### src/design/lavm_pkg.sv
// Shared types, constants and helpers for the look-at view matrix block.
`default_nettype none
package lavm_pkg;

  localparam int FRAC_BITS = 16;
  localparam int Q_DEPTH   = 4;

  typedef struct packed {
    logic signed [31:0] eye_x;
    logic signed [31:0] eye_y;
    logic signed [31:0] eye_z;
    logic signed [31:0] target_x;
    logic signed [31:0] target_y;
    logic signed [31:0] target_z;
    logic signed [31:0] up_hint_x;
    logic signed [31:0] up_hint_y;
    logic signed [31:0] up_hint_z;
  } in_t;

  typedef struct packed {
    logic signed [31:0] right_x;
    logic signed [31:0] right_y;
    logic signed [31:0] right_z;
    logic signed [31:0] right_offset;
    logic signed [31:0] true_up_x;
    logic signed [31:0] true_up_y;
    logic signed [31:0] true_up_z;
    logic signed [31:0] true_up_offset;
    logic signed [31:0] back_x;
    logic signed [31:0] back_y;
    logic signed [31:0] back_z;
    logic signed [31:0] back_offset;
  } out_t;

  typedef struct packed {
    logic [2:0][31:0] eye;
    logic [2:0][31:0] up;
    logic [2:0][32:0] d;
  } fwd_t;

  function automatic int norm_latency(input int frac);
    return 39 + frac;
  endfunction

  function automatic logic [5:0] lead_one(input logic [62:0] v);
    logic [5:0] p;
    p = '0;
    for (int i = 0; i < 63; i++) begin
      if (v[i]) p = 6'(i);
    end
    return p;
  endfunction

endpackage
`default_nettype wire

### src/design/lavm_fifo.sv
// Small show-ahead register queue.
`default_nettype none
module lavm_fifo #(
  parameter type T = logic,
  parameter int DEPTH = lavm_pkg::Q_DEPTH
) (
  input  wire logic clk,
  input  wire logic rst,
  input  wire logic wr,
  input  wire T     wdata,
  output logic      full,
  input  wire logic rd,
  output T          rdata,
  output logic      empty
);
  localparam int AW = $clog2(DEPTH);

  T mem [DEPTH];
  logic [AW:0] wptr, rptr;

  assign empty = (wptr == rptr);
  assign full  = (wptr[AW-1:0] == rptr[AW-1:0]) && (wptr[AW] != rptr[AW]);
  assign rdata = mem[rptr[AW-1:0]];

  always_ff @(posedge clk) begin
    if (rst) begin
      wptr <= '0;
      rptr <= '0;
    end else begin
      if (wr && !full) wptr <= wptr + 1'b1;
      if (rd && !empty) rptr <= rptr + 1'b1;
    end
  end

  always_ff @(posedge clk) begin
    if (wr && !full) mem[wptr[AW-1:0]] <= wdata;
  end
endmodule
`default_nettype wire

### config.mk
export PLATFORM = sky130hd
export DESIGN_NAME = lavm_fifo
export DESIGN_NICKNAME = d
export VERILOG_FILES = /design/src/design/lavm_pkg.sv /design/src/design/lavm_fifo.sv
export SDC_FILE = /design/constraint.sdc
export NUM_CORES = 1
export LEC_CHECK = 0
export ABC_AREA = 0
export ABC_CLOCK_PERIOD_IN_PS = 4200
export BUFFER_PORTS_ARGS = -buffer_cell sky130_fd_sc_hd__buf_2
export CORE_MARGIN = 10
export CORE_UTILIZATION = 40
export CTS_CLUSTER_DIAMETER = 50
export DETAILED_ROUTE_END_ITERATION = 7
export PLACE_DENSITY_LB_ADDON = 0.08
export REMOVE_ABC_BUFFERS = 1
export SLEW_MARGIN = 30
export SYNTH_ARGS = -nofsm -noshare
export SYNTH_HDL_FRONTEND = slang
export SYNTH_SLANG_ARGS = --single-unit
### constraint.sdc
create_clock -name clk -period 4.2 [get_ports clk]
set_clock_uncertainty 0.1 [all_clocks]
set_input_delay 0.21 -clock clk [delete_from_list [all_inputs] [get_ports clk]]
set_output_delay 0.21 -clock clk [all_outputs]
set_load 0.005 [all_outputs]
# After elaboration in Yosys (flattened, before gate mapping)
# Memories as Yosys holds them, arrays and structs flattened. A register that Yosys moved wholly into a read port is not among the register bits.
# Cells that the tools add are included.
# op_classes
mux,4
eq_ne,3
reduce_logical,5
n_addsub,2
# ops
cell,n
"adder 3 x 1 -> 3 bit, second input constant",2
two-way mux 2 bit,2
equality test 3 bit,1
logical AND 1 bit,3
equality test 2 bit,1
zero test 1 bit,2
two-way mux 1 bit,2
inequality test 1 bit,1
# totals
elab_cells,17
mem_count,1
inputBits,5
ram_bits,4
register_bits,6
out_inout_bits,3
# mem_list
memory,words,word_bits,rd,rd_clocked_by_memory_dff,wr,line_no,rtl
mem,4,1,1,1,1,lavm_fifo.sv:18,T mem [DEPTH];

# Depth between registers and ports, before layout
# depth
word_depth,6
depth_mapped,5
depth_no_buf,4

# Worst setup path before layout
# Ideal clock, no wire load.
# synth_path
kind,register -> register
from,register wptr[1]
to,register rptr[2]
path_buffers,1
arrival_time_ns,1.273
setup_time_ns,0.074
required_time_ns,4.026
synth_period_minus_slack_ns,1.447
stages_incl_launch_ff,5
slack_ns,2.753
cell_sequence,dfxtp_1 buf_6 xor2_4 or4_1 a31oi_1
# synth_between
elab_chain_cells,3
# synth_rtl
item,line_no,rtl
from (decl),lavm_fifo.sv:19,"logic [AW:0] wptr, rptr;"
from (signal assigned),lavm_fifo.sv:30,if (wr && !full) wptr <= wptr + 1'b1;
equality test 3 bit,lavm_fifo.sv:21,assign empty = (wptr == rptr);
zero test 1 bit,lavm_fifo.sv:31,if (rd && !empty) rptr <= rptr + 1'b1;
logical AND 1 bit,lavm_fifo.sv:31,
to (signal assigned),lavm_fifo.sv:31,
to (decl),lavm_fifo.sv:19,
# No other way between the ends.
# A chain may end at the register's enable or synchronous reset.

# Final worst setup path
# layout_path
from,register wptr[0]
to,output port empty
# layout_between
elab_chain_cells,1
# layout_rtl
item,line_no,rtl
equality test 3 bit,lavm_fifo.sv:21,
to (decl),lavm_fifo.sv:14,output logic empty
# No other way between the ends.

==> flow_summary.json <==
{
  "status": "complete, no violations",
  "drt_iter0_drc": 16,
  "synth.largest_area_cell": "dfxtp_1",
  "slowest_delay_ns": 0.52,
  "crit_fanout": 8,
  "hold_buffers": 0,
  "netlist_area_um2": 751,
  "dpl_cell_area_um2": 795,
  "root_buffer": "clkbuf_4",
  "ant_nets": 0,
  "antenna_found_initial": 0,
  "max_clock_freq_mhz": 534,
  "regArea_um2": 280,
  "routed-via-count": 586,
  "p_per_area_nw_per_um2": 467,
  "max-cap-violations": 0,
  "drive_above_1_share_pct": 14.3,
  "nets": 95,
  "min_path_type": "in -> reg",
  "worstMarginPinSlew_ns": 0.580,
  "synthCells": 76,
  "synth_common_cells": "8 x dfxtp_1, 6 x nand4_1",
  "clock_sinks": 12,
  "initial_core_util_pct": 43.0,
  "synth_most_common_cell": "dfxtp_1",
  "rows": 15,
  "clockBufferDepth": 2,
  "synthToLayoutAreaGrowth_pct": 9.33,
  "die_w_um": 63.3,
  "ys.flop_type": "dfxtp_1",
  "dieArea_um2": 4010,
  "track_usage_pct": 8.08,
  "cts.repair.resized": 0,
  "yosysSeqAreaShare_pct": 37.3,
  "numCtsBuffers": 3,
  "hpwl_um": 1120,
  "grt_max_degree": 13,
  "wl_per_cell_um": 13.8,
  "first_global_vias": 593,
  "min_period_ns": 1.87,
  "async_flop_share_pct": 0,
  "path_class": "reg -> out",
  "cts_setup_buffers": 0,
  "start_kind": "flip-flop",
  "gp_congestion": 0.714,
  "tns_ns": 0,
  "cts_tree": "done",
  "dr.pass1.iters": 4,
  "num_antenna_cells": 0,
  "clkLatencyLatePin_ns": 0.28,
  "cp.required_ns": 3.89,
  "via_per_inst": 5.38,
  "ys_ff_latch": 12,
  "overflow": 0,
  "slew_headroom_pct": 61.2,
  "core_um2": 1750,
  "multi_input_area_um2": 429,
  "crit_family": "XOR/XNOR gates",
  "slowest_stage": "xor2_1",
  "crit_chain": "xor2_1 > nor3_1 > buf_2",
  "power_leakage_nw": 0.304,
  "endpoint_kind": "output pin",
  "io_pins": 8,
  "synth.area.top_cells": "dfxtp_1 21%, edfxtp_1 16%, ha_1 8.3%",
  "timing.final.hold_violations": 0,
  "clk_pin_slew_ns": 0.08,
  "die_h_um": 63.3,
  "fillerInstances": 186,
  "routed_wl_um": 1500,
  "portBuffers": 7,
  "synth_warnings": 0,
  "slew_viol_final": 0,
  "grt_pass1_wl_um": 2700,
  "finalCritPeriodShare_pct": 44.6,
  "crit_arrival_ns": 1.56,
  "avgSynthCellArea_um2": 9.88,
  "yosysTopAreaCellShare_pct": 21.3,
  "synth_edf_count": 4,
  "synth_cell_types": 26,
  "path_buf_inv": 1,
  "htree_levels": 1,
  "final_area_um2": 821,
  "drc": 0,
  "ir_drop_uv": 287,
  "rsz0062_at_grt": "false",
  "setup_viol": 0
}
## final cells by class
cell class              count  share of cell area, %
multi-input cells          56                   52.3
flip-flops and latches     12                   34.1
repair buffers              7                   4.27
well taps                  25                   3.81
clock buffers               3                   2.74
inverters                   5                   2.29
clock inverters             1                  0.457
## power by group
| group | leakage (nW) | internal [W] | switching (W) |
|---|---|---|---|
| sequential | 0.102 | 0.000141 | 0.0000304 |
| combinational | 0.186 | 0.0000598 | 0.0000769 |
| clock | 0.0154 | 0.0000344 | 0.0000410 |
| total | 0.304 | 0.000235 | 0.000148 |
## through the flow
step	cells	hold WS (ns)	total power [W]	utilization, %	setup WS (ns)
final	109	0.0462	0.000383	47.0	2.33
after global routing	109	0.0504	0.000414	47.0	2.19
after CTS	109	0.0429	0.000388	47.0	2.30
after detailed placement	105	0.334	0.000312	45.5	2.54
after global placement	105	0.329	0.000315	45.5	2.53
after floorplan	73	0.179	0.000265	-	2.72
## worst paths after layout
check	from	endpoint	slack, ns	cells past startpoint
min	wdata	mem[3]	0.05	1
min reg2reg	rptr[2]	rptr[2]	0.44	2
max reg2reg	wptr[1]	mem[1]	2.53	3
max	wptr[0]	empty	2.33	3
## routing by layer
layer	track usage (%)	share of wire (%)	vias up
li1	-	-	300
met1	10.4	49	270
met2	11.4	45	14
met3	3.53	5.5	2
met4	3.01	0.93	0
met5	0	0	-
## cells by family after synthesis
| group | after synthesis | synth area share, % |
|---|---|---|
| AOI/OAI and AO/OA | 15 | 13.0 |
| xor gates and xnor gates | 6 | 9.50 |
| adders and majority gates | 5 | 8.33 |
| buffers and inverters | 8 | 5.50 |
| DFF | 12 | 37.3 |
| muxes | 1 | 3.00 |
| and+or+nand+nor | 29 | 23.3 |
## placed cells by master, fill, tap and decap left out, drive strengths merged, types with 2 or more instances in the layout
cell	instances
nor3b	4
o211ai	2
a31oi	2
clkbuf	3
inv	5
nand4	6
o21ai	5
a211o	2
nand2	3
xnor2	3
a21oi	2
ha	5
nor2b	3
buf	7
and2	4
dfxtp	8
nor3	2
edfxtp	4
a41oi	2
xor2	3
nand3	5
Note: power is estimated with default switching activity, not from simulation.
