**src/design/lavm_pkg.sv**
```systemverilog
// Shared types, constants and helpers for the look-at view matrix block.
`default_nettype none
package lavm_pkg;

  localparam int FRAC_BITS = 16;
  localparam int Q_DEPTH   = 4;

  typedef struct packed {
    logic signed [31:0] eye_x;
    logic signed [31:0] eye_y;
    logic signed [31:0] eye_z;
    logic signed [31:0] target_x;
    logic signed [31:0] target_y;
    logic signed [31:0] target_z;
    logic signed [31:0] up_hint_x;
    logic signed [31:0] up_hint_y;
    logic signed [31:0] up_hint_z;
  } in_t;

  typedef struct packed {
    logic signed [31:0] right_x;
    logic signed [31:0] right_y;
    logic signed [31:0] right_z;
    logic signed [31:0] right_offset;
    logic signed [31:0] true_up_x;
    logic signed [31:0] true_up_y;
    logic signed [31:0] true_up_z;
    logic signed [31:0] true_up_offset;
    logic signed [31:0] back_x;
    logic signed [31:0] back_y;
    logic signed [31:0] back_z;
    logic signed [31:0] back_offset;
  } out_t;

  typedef struct packed {
    logic [2:0][31:0] eye;
    logic [2:0][31:0] up;
    logic [2:0][32:0] d;
  } fwd_t;

  function automatic int norm_latency(input int frac);
    return 39 + frac;
  endfunction

  function automatic logic [5:0] lead_one(input logic [62:0] v);
    logic [5:0] p;
    p = '0;
    for (int i = 0; i < 63; i++) begin
      if (v[i]) p = 6'(i);
    end
    return p;
  endfunction

endpackage
`default_nettype wire

```
**src/design/lavm_front.sv**
```systemverilog
// Front stage: takes a pose request and forms eye minus target.
`default_nettype none
module lavm_front (
  input  wire logic          clk,
  input  wire logic          rst,
  input  wire logic          push,
  output logic               full,
  input  wire lavm_pkg::in_t pose,
  output logic               q_push,
  input  wire logic          q_full,
  output lavm_pkg::fwd_t     q_data
);
  logic vld;
  logic take;

  assign full   = vld && q_full;
  assign take   = push && !full;
  assign q_push = vld && !q_full;

  always_ff @(posedge clk) begin
    if (rst) vld <= 1'b0;
    else     vld <= take || (vld && q_full);
  end

  always_ff @(posedge clk) begin
    if (take) begin
      q_data.eye  <= {pose.eye_x, pose.eye_y, pose.eye_z};
      q_data.up   <= {pose.up_hint_x, pose.up_hint_y, pose.up_hint_z};
      q_data.d[2] <= 33'({pose.eye_x[31], pose.eye_x} - {pose.target_x[31], pose.target_x});
      q_data.d[1] <= 33'({pose.eye_y[31], pose.eye_y} - {pose.target_y[31], pose.target_y});
      q_data.d[0] <= 33'({pose.eye_z[31], pose.eye_z} - {pose.target_z[31], pose.target_z});
    end
  end
endmodule
`default_nettype wire

```
**config.mk**
```make
export PLATFORM = sky130hd
export DESIGN_NAME = lavm_front
export DESIGN_NICKNAME = d
export VERILOG_FILES = /design/src/design/lavm_pkg.sv /design/src/design/lavm_front.sv
export SDC_FILE = /design/constraint.sdc
export NUM_CORES = 1
export LEC_CHECK = 0
export ABC_AREA = 1
export CAP_MARGIN = 20
export CORE_AREA = 5 5 227 229
export CTS_CLUSTER_SIZE = 30
export DETAILED_ROUTE_END_ITERATION = 12
export DIE_AREA = 0 0 232 234
export DONT_BUFFER_PORTS = 1
export PLACE_DENSITY_LB_ADDON = 0.12
export SETUP_SLACK_MARGIN = 0.4
export SYNTH_ARGS = -nofsm -noshare
export SYNTH_HDL_FRONTEND = slang
export SYNTH_SLANG_ARGS = --single-unit
```
**constraint.sdc**
```tcl
create_clock -name clk -period 19.1 [get_ports clk]
set_input_delay 2.865 -clock clk [delete_from_list [all_inputs] [get_ports clk]]
set_output_delay 2.865 -clock clk [all_outputs]
set_load 0.01 [all_outputs]
```
-- Word level (Yosys, flattened, before mapping)
Index checks and enable logic that the tools add are counted.
- word-level logic and storage cells: 19
- output and inout port bits: 293
- register bits: 292
- add/subtract/negate cells: 3
- reduce and logical (&&, ||, !) cells: 6
- operators with widths (kind ; number):
    $sub 32x32->33 ; 3
    $logic_and 1x1->1 ; 3
    $logic_not 1->1 ; 2
    $logic_or 1x1->1 ; 1

-- Longest topological paths before layout
- word-level depth: 4
- gate-level depth with buffers: 14

-- Least setup slack after synthesis
Ideal clock, no wire load.
- kind: input -> register
- start point: input q_full
- end point: register q_data[0] (netlist name), enable pin
- library setup time: 0.948 ns
- cell stages on the path: 3
- slack: 3.084 ns
- arrival time: 15.068 ns
- required time: 18.152 ns
- buffers on the path: 0
- cell sequence: nand2_1 > inv_1 > nor2_1
- longest elaborated chain between the ends: 3
- ends and longest elaborated chain (what ; line ; text):
    start, declared ; lavm_front.sv:10 ; input wire logic q_full,
    $logic_and 1x1->1 ; lavm_front.sv:16 ; assign full = vld && q_full;
    via full ; lavm_front.sv:7 ; output logic full,
    $logic_not 1->1 ; lavm_front.sv:17 ; assign take = push && !full;
    $logic_and 1x1->1 ; lavm_front.sv:17 ;
    via take ; lavm_front.sv:14 ; logic take;
    end, declared ; lavm_front.sv:11 ; output lavm_pkg::fwd_t q_data
The timed path passes the listed nets, and every way through them passes these cells.
A chain may end at the register's enable or synchronous reset.

-- Final worst setup path
- start point: input q_full
- end point: output full
- longest elaborated chain between the ends: 1
- ends and longest elaborated chain (what ; line):
    $logic_and 1x1->1 ; lavm_front.sv:16
    end, declared ; lavm_front.sv:7
Every way passes these cells.

==> summary by stage <==
Synthesis
The mapped netlist covers 16500 sq um. Of the post-synthesis cell area, the part taken by muxes is 0%. The most instantiated flip-flop cell in the synthesis netlist is sky130_fd_sc_hd__edfxtp_1. By area the synthesized netlist is led by sky130_fd_sc_hd__edfxtp_1 53%, sky130_fd_sc_hd__nand2_1 17%, sky130_fd_sc_hd__inv_1 11%.

The synthesized design contains roughly 290 register bits. The top cell type's share of synthesized area is between 50% and 60%. Counting every instance in the synthesized netlist gives 1973.

After synthesis, the largest family of logic cells by area is simple AND/OR/NAND/NOR gates. The warning count from the yosys run is 0. The number of nets produced by synthesis is 2364. The parity-gate share of the synthesized area counting xor and xnor cells is between 2 and 2.5%. The number of distinct library cell variants in the gate-level netlist after synthesis is 22.

In the post-synthesis netlist, the cell with the most instances is sky130_fd_sc_hd__nand2_1. The number of synthesized flops with an enable pin is 291. The cell accounting for the most synthesized area is sky130_fd_sc_hd__edfxtp_1.

The simple-gate share of the synthesized area is 23.8%. Of the total synthesized cell area, the portion taken by full adders, half adders and majority gates is 7.64%. After synthesis, the mean cell area works out to 8.37 sq um. Of the synthesized area, sequential elements account for between 50% and 60%. Ranked by instance count, the synthesized netlist is headed by 747 x sky130_fd_sc_hd__nand2_1, 478 x sky130_fd_sc_hd__inv_1, 291 x sky130_fd_sc_hd__edfxtp_1.

The post-synthesis compound-gate area fraction is 2.18%. Counting flops with an async set or reset pin after synthesis yields a share of 0%.

Worst setup path
For the worst setup path, the data required time is between 15 and 20 ns. The endpoint identified for the worst register-to-register timing path is q_data[36]$_DFFE_PP_. The worst setup path is captured at an output port. Counting both buffers and inverters, the worst setup path holds a total of 1.

The startpoint type of the worst setup path is an input port. The largest individual stage delay along the critical path comes from the cell sky130_fd_sc_hd__inv_1. The delay of the slowest critical-path stage is between 0.15 and 0.2 ns. Traced cell by cell, the critical path runs through nand2_1 > inv_1. The startpoint identified for the worst register-to-register timing path is vld$_SDFF_PP0_. The path depth of the worst reg2reg path is 5. The worst register-to-register path has a setup slack of approximately 17 ns. The type of the worst setup path is in2out. The kind of cell with the highest combined delay along the critical path is buffers and inverters. The worst-path maximum fanout is 2. The arrival time of data at the critical path endpoint is 3.09 ns.

Routing
The detailed router placed ~12000 vias in this run. The count of nets left with antenna violations once routing finished came out at 0. The number of design rule violations left after detail routing is 0. The final wirelength is 50600 um. The detailed router finished its first iteration with around 620 violations. After detailed routing, the number of vias per cell comes to 4.47. The number of detailed-route iterations in the first pass is 5. After detailed routing, the average wire length per cell comes to around 19 um.

Clock network
The number of clock buffers added by TritonCTS is 35. Once the clock tree was built, the resizer swapped 0 gates to a different size. The clock-pin slew on the worst setup and hold paths is about 0.060 ns.

The clock root buffer master is sky130_fd_sc_hd__clkbuf_16. The depth of the CTS H-tree is 2. For this design, the CTS-stage hold fixing added 0 buffers. The maximum count of clock buffers along a single path is 3.

The clock latency reported for the late side of the worst-skew pair is approximately 0.54 ns. The TritonCTS clock tree is done. The sink count of the clock tree is between 200 and 300. Buffers added to address setup during post-CTS repair amount to 0.

STA
The top achievable clock speed is approximately 170 MHz. Of the available clock period, the critical path in the final layout requires a little under a third. For the finished layout, the period the worst path requires is between 5 and 6 ns.

Headroom to the max-slew limit came out at 38.2%. Setup repair after global routing left no endpoint under its margin. The final worst-path setup slack is approximately 13 ns. The hold violation count in the final report is 0. The total count of max-transition violations in the final report is 0.

Between clock sinks in the finished design, the worst skew comes to ~0.015 ns. The setup-violating endpoint count in the final report is 0. After routing, the total negative slack on setup checks comes to 0 ns. The transition time at the pin with the least slew margin is a little over 0.9 ns.

Power and ir drop
Of the total power, combinational logic draws 14.8%. The portion of total power attributed to sequential cells is a little under 50%. The worst-case IR drop observed on VDD is 0.0000532 V.

Per report_power, the clock group accounts for 36.7% of the total. The total leakage power is about 9.4 nW. In this run switching power makes up 28.6% of total power. The power per cell area is between 90 and 100 nW/um^2. The internal power of the cells totals ~1.2 mW. The analysis attributes to net switching a power of ~500 uW.

Finish
Of the cells placed in the final design, the portion with a size suffix greater than 1 is 3.78%. The area occupied by multi-input gates is ~6000 sq um. At the end of the flow, the number of nets in the layout was between 2000 and 2500. The sequential cells in the finished layout cover a total of 8760 sq um. The growth of design area from synthesis to finish is 11.9%. Fill cells in the final layout number 5187.

Global routing
The largest net degree at the start of global routing is ~160. The met2 usage is 30.3%. The routing usage on met3 is 6.48%. For this run the aggregate overflow at the end of global routing stands at 0. The via count of the first global-routing pass was around 12000. In the global route stage, overall resource usage came out at between 10% and 20%. The met1 usage is 20.7%.

met2 is the most crowded layer. The wire length of the first global-routing pass is 72700 um. The initial antenna violation count is 9.

Placement
The count of buffers added on input and output ports is 0. The wire-length estimate of the detail-placed layout is 41800 um. The worst setup timing slack at the placement stage is approximately 13 ns. The final weighted congestion in routability-driven placement is 0.877.

Die
The initial utilization of the core area, before any placement, comes to approximately a third. The core region is approximately 49000 sq um. During I/O placement, the number of pins put on the boundary was roughly 600. The floorplan die height is 234 um.

The number of rows created at floorplan is 82. The die covers 54300 sq um. From left edge to right edge, the die measures roughly 230 um.

Flow run
The tool flagged a number of max-cap violations equal to 0.

Hold path
The worst hold endpoint is vld$_SDFF_PP0_. The kind of path behind the tightest hold check is reg2reg. The number of instances on the worst hold path is 2.

In this run the most critical hold path is launched from vld$_SDFF_PP0_.

Run status
The flow ran to the end, and the final reports show no timing, DRC or antenna violations.
-- worst max-delay path by stage --
| stage | start | end | slack (ns) | depth (start not counted) |
|---|---|---|---|---|
| after detailed placement | q_full | full | 13.14 | 2 |
| after global placement | q_full | full | 13.14 | 2 |
| after global routing | q_full | full | 13.12 | 2 |
| after floorplan | q_full | q_data[0]$_DFFE_PP_ | 3.08 | 3 |
| final | q_full | full | 13.14 | 2 |
| after CTS | q_full | full | 13.14 | 2 |
-- power by group through the flow --
stage	clock (mW)	sequential (mW)	combinational (mW)
3_5_place_dp	0	0.849	0.257
3_3_place_gp	0	0.850	0.256
2_1_floorplan	0	0.844	0.189
5_1_grt	0.684	0.838	0.294
4_1_cts	0.657	0.836	0.258
6_report	0.631	0.833	0.254
-- metal layers --
metal	share of wire (%)	up-vias	routed length (um)
li1	-	6154	-
met4	2.4	2	1200
met2	48	418	24500
met1	41	5499	20500
met5	0.026	-	13
met3	8.6	61	4350
-- cell families (layout without fill, tap and decap cells) --
kind of cell / count (synthesis) / in the layout
AO/OA/AOI/OAI: 68 / 68
XOR/XNOR: 45 / 45
adder cells (fa/ha/maj): 99 / 99
buffers and inverters: 479 / 542
flip-flops: 292 / 292
other: 0 / 7
AND/OR/NAND/NOR: 990 / 990
-- stage by stage --
| stage | cell area, sq um | total power [mW] | hold slack [ns] | instances | util, % |
|---|---|---|---|---|---|
| global placement | 17400 | 1.11 | 0.483 | 2647 | 35.2 |
| floorplan | 16500 | 1.03 | 0.448 | 1973 | - |
| detailed placement | 17400 | 1.11 | 0.469 | 2647 | 35.2 |
| finish | 18500 | 1.72 | 0.482 | 2715 | 37.3 |
| CTS | 18400 | 1.75 | 0.480 | 2708 | 37.3 |
| global route | 18500 | 1.82 | 0.503 | 2714 | 37.3 |
-- state kept, by name, summed over array words and instances, names as in the netlist --
| register | cells |
|---|---|
| q_data | 291 |
| vld | 1 |
-- layout by cell type (no fill, tap or decap), types with 2 or more instances in the layout --
cell type	synthesis	final
sky130_fd_sc_hd__nand2_1	747	747
sky130_fd_sc_hd__inv_1	478	478
sky130_fd_sc_hd__edfxtp_1	291	291
sky130_fd_sc_hd__nor2_1	126	125
sky130_fd_sc_hd__ha_1	96	96
sky130_fd_sc_hd__nand3_1	67	67
sky130_fd_sc_hd__a21oi_1	61	61
sky130_fd_sc_hd__xor2_1	38	38
sky130_fd_sc_hd__clkbuf_16	0	35
sky130_fd_sc_hd__nand2_2	17	17
sky130_fd_sc_hd__nand4_1	12	12
sky130_fd_sc_hd__clkbuf_1	0	8
sky130_fd_sc_hd__diode_2	0	7
sky130_fd_sc_hd__xnor2_1	7	7
sky130_fd_sc_hd__and2_1	6	6
sky130_fd_sc_hd__nor3_1	6	6
sky130_fd_sc_hd__clkinv_2	0	6
sky130_fd_sc_hd__or2_1	4	4
sky130_fd_sc_hd__nand3_2	4	4
sky130_fd_sc_hd__inv_6	0	4
sky130_fd_sc_hd__a21o_1	3	3
sky130_fd_sc_hd__o21bai_1	3	3
sky130_fd_sc_hd__fa_1	3	3
sky130_fd_sc_hd__clkinv_1	0	3
sky130_fd_sc_hd__bufinv_16	0	2
sky130_fd_sc_hd__clkinvlp_4	0	2
sky130_fd_sc_hd__buf_4	1	2
-- final cells by class --
cell class | count | area share [%]
multi-input combinational | 1202 | 32.2
inverter | 478 | 9.72
tap | 672 | 4.55
clock buffer | 43 | 4.91
antenna | 7 | 0.0949
sequential | 292 | 47.4
clock inverter | 18 | 0.867
timing repair buffer | 3 | 0.190
(Power assumes the default switching activity.)
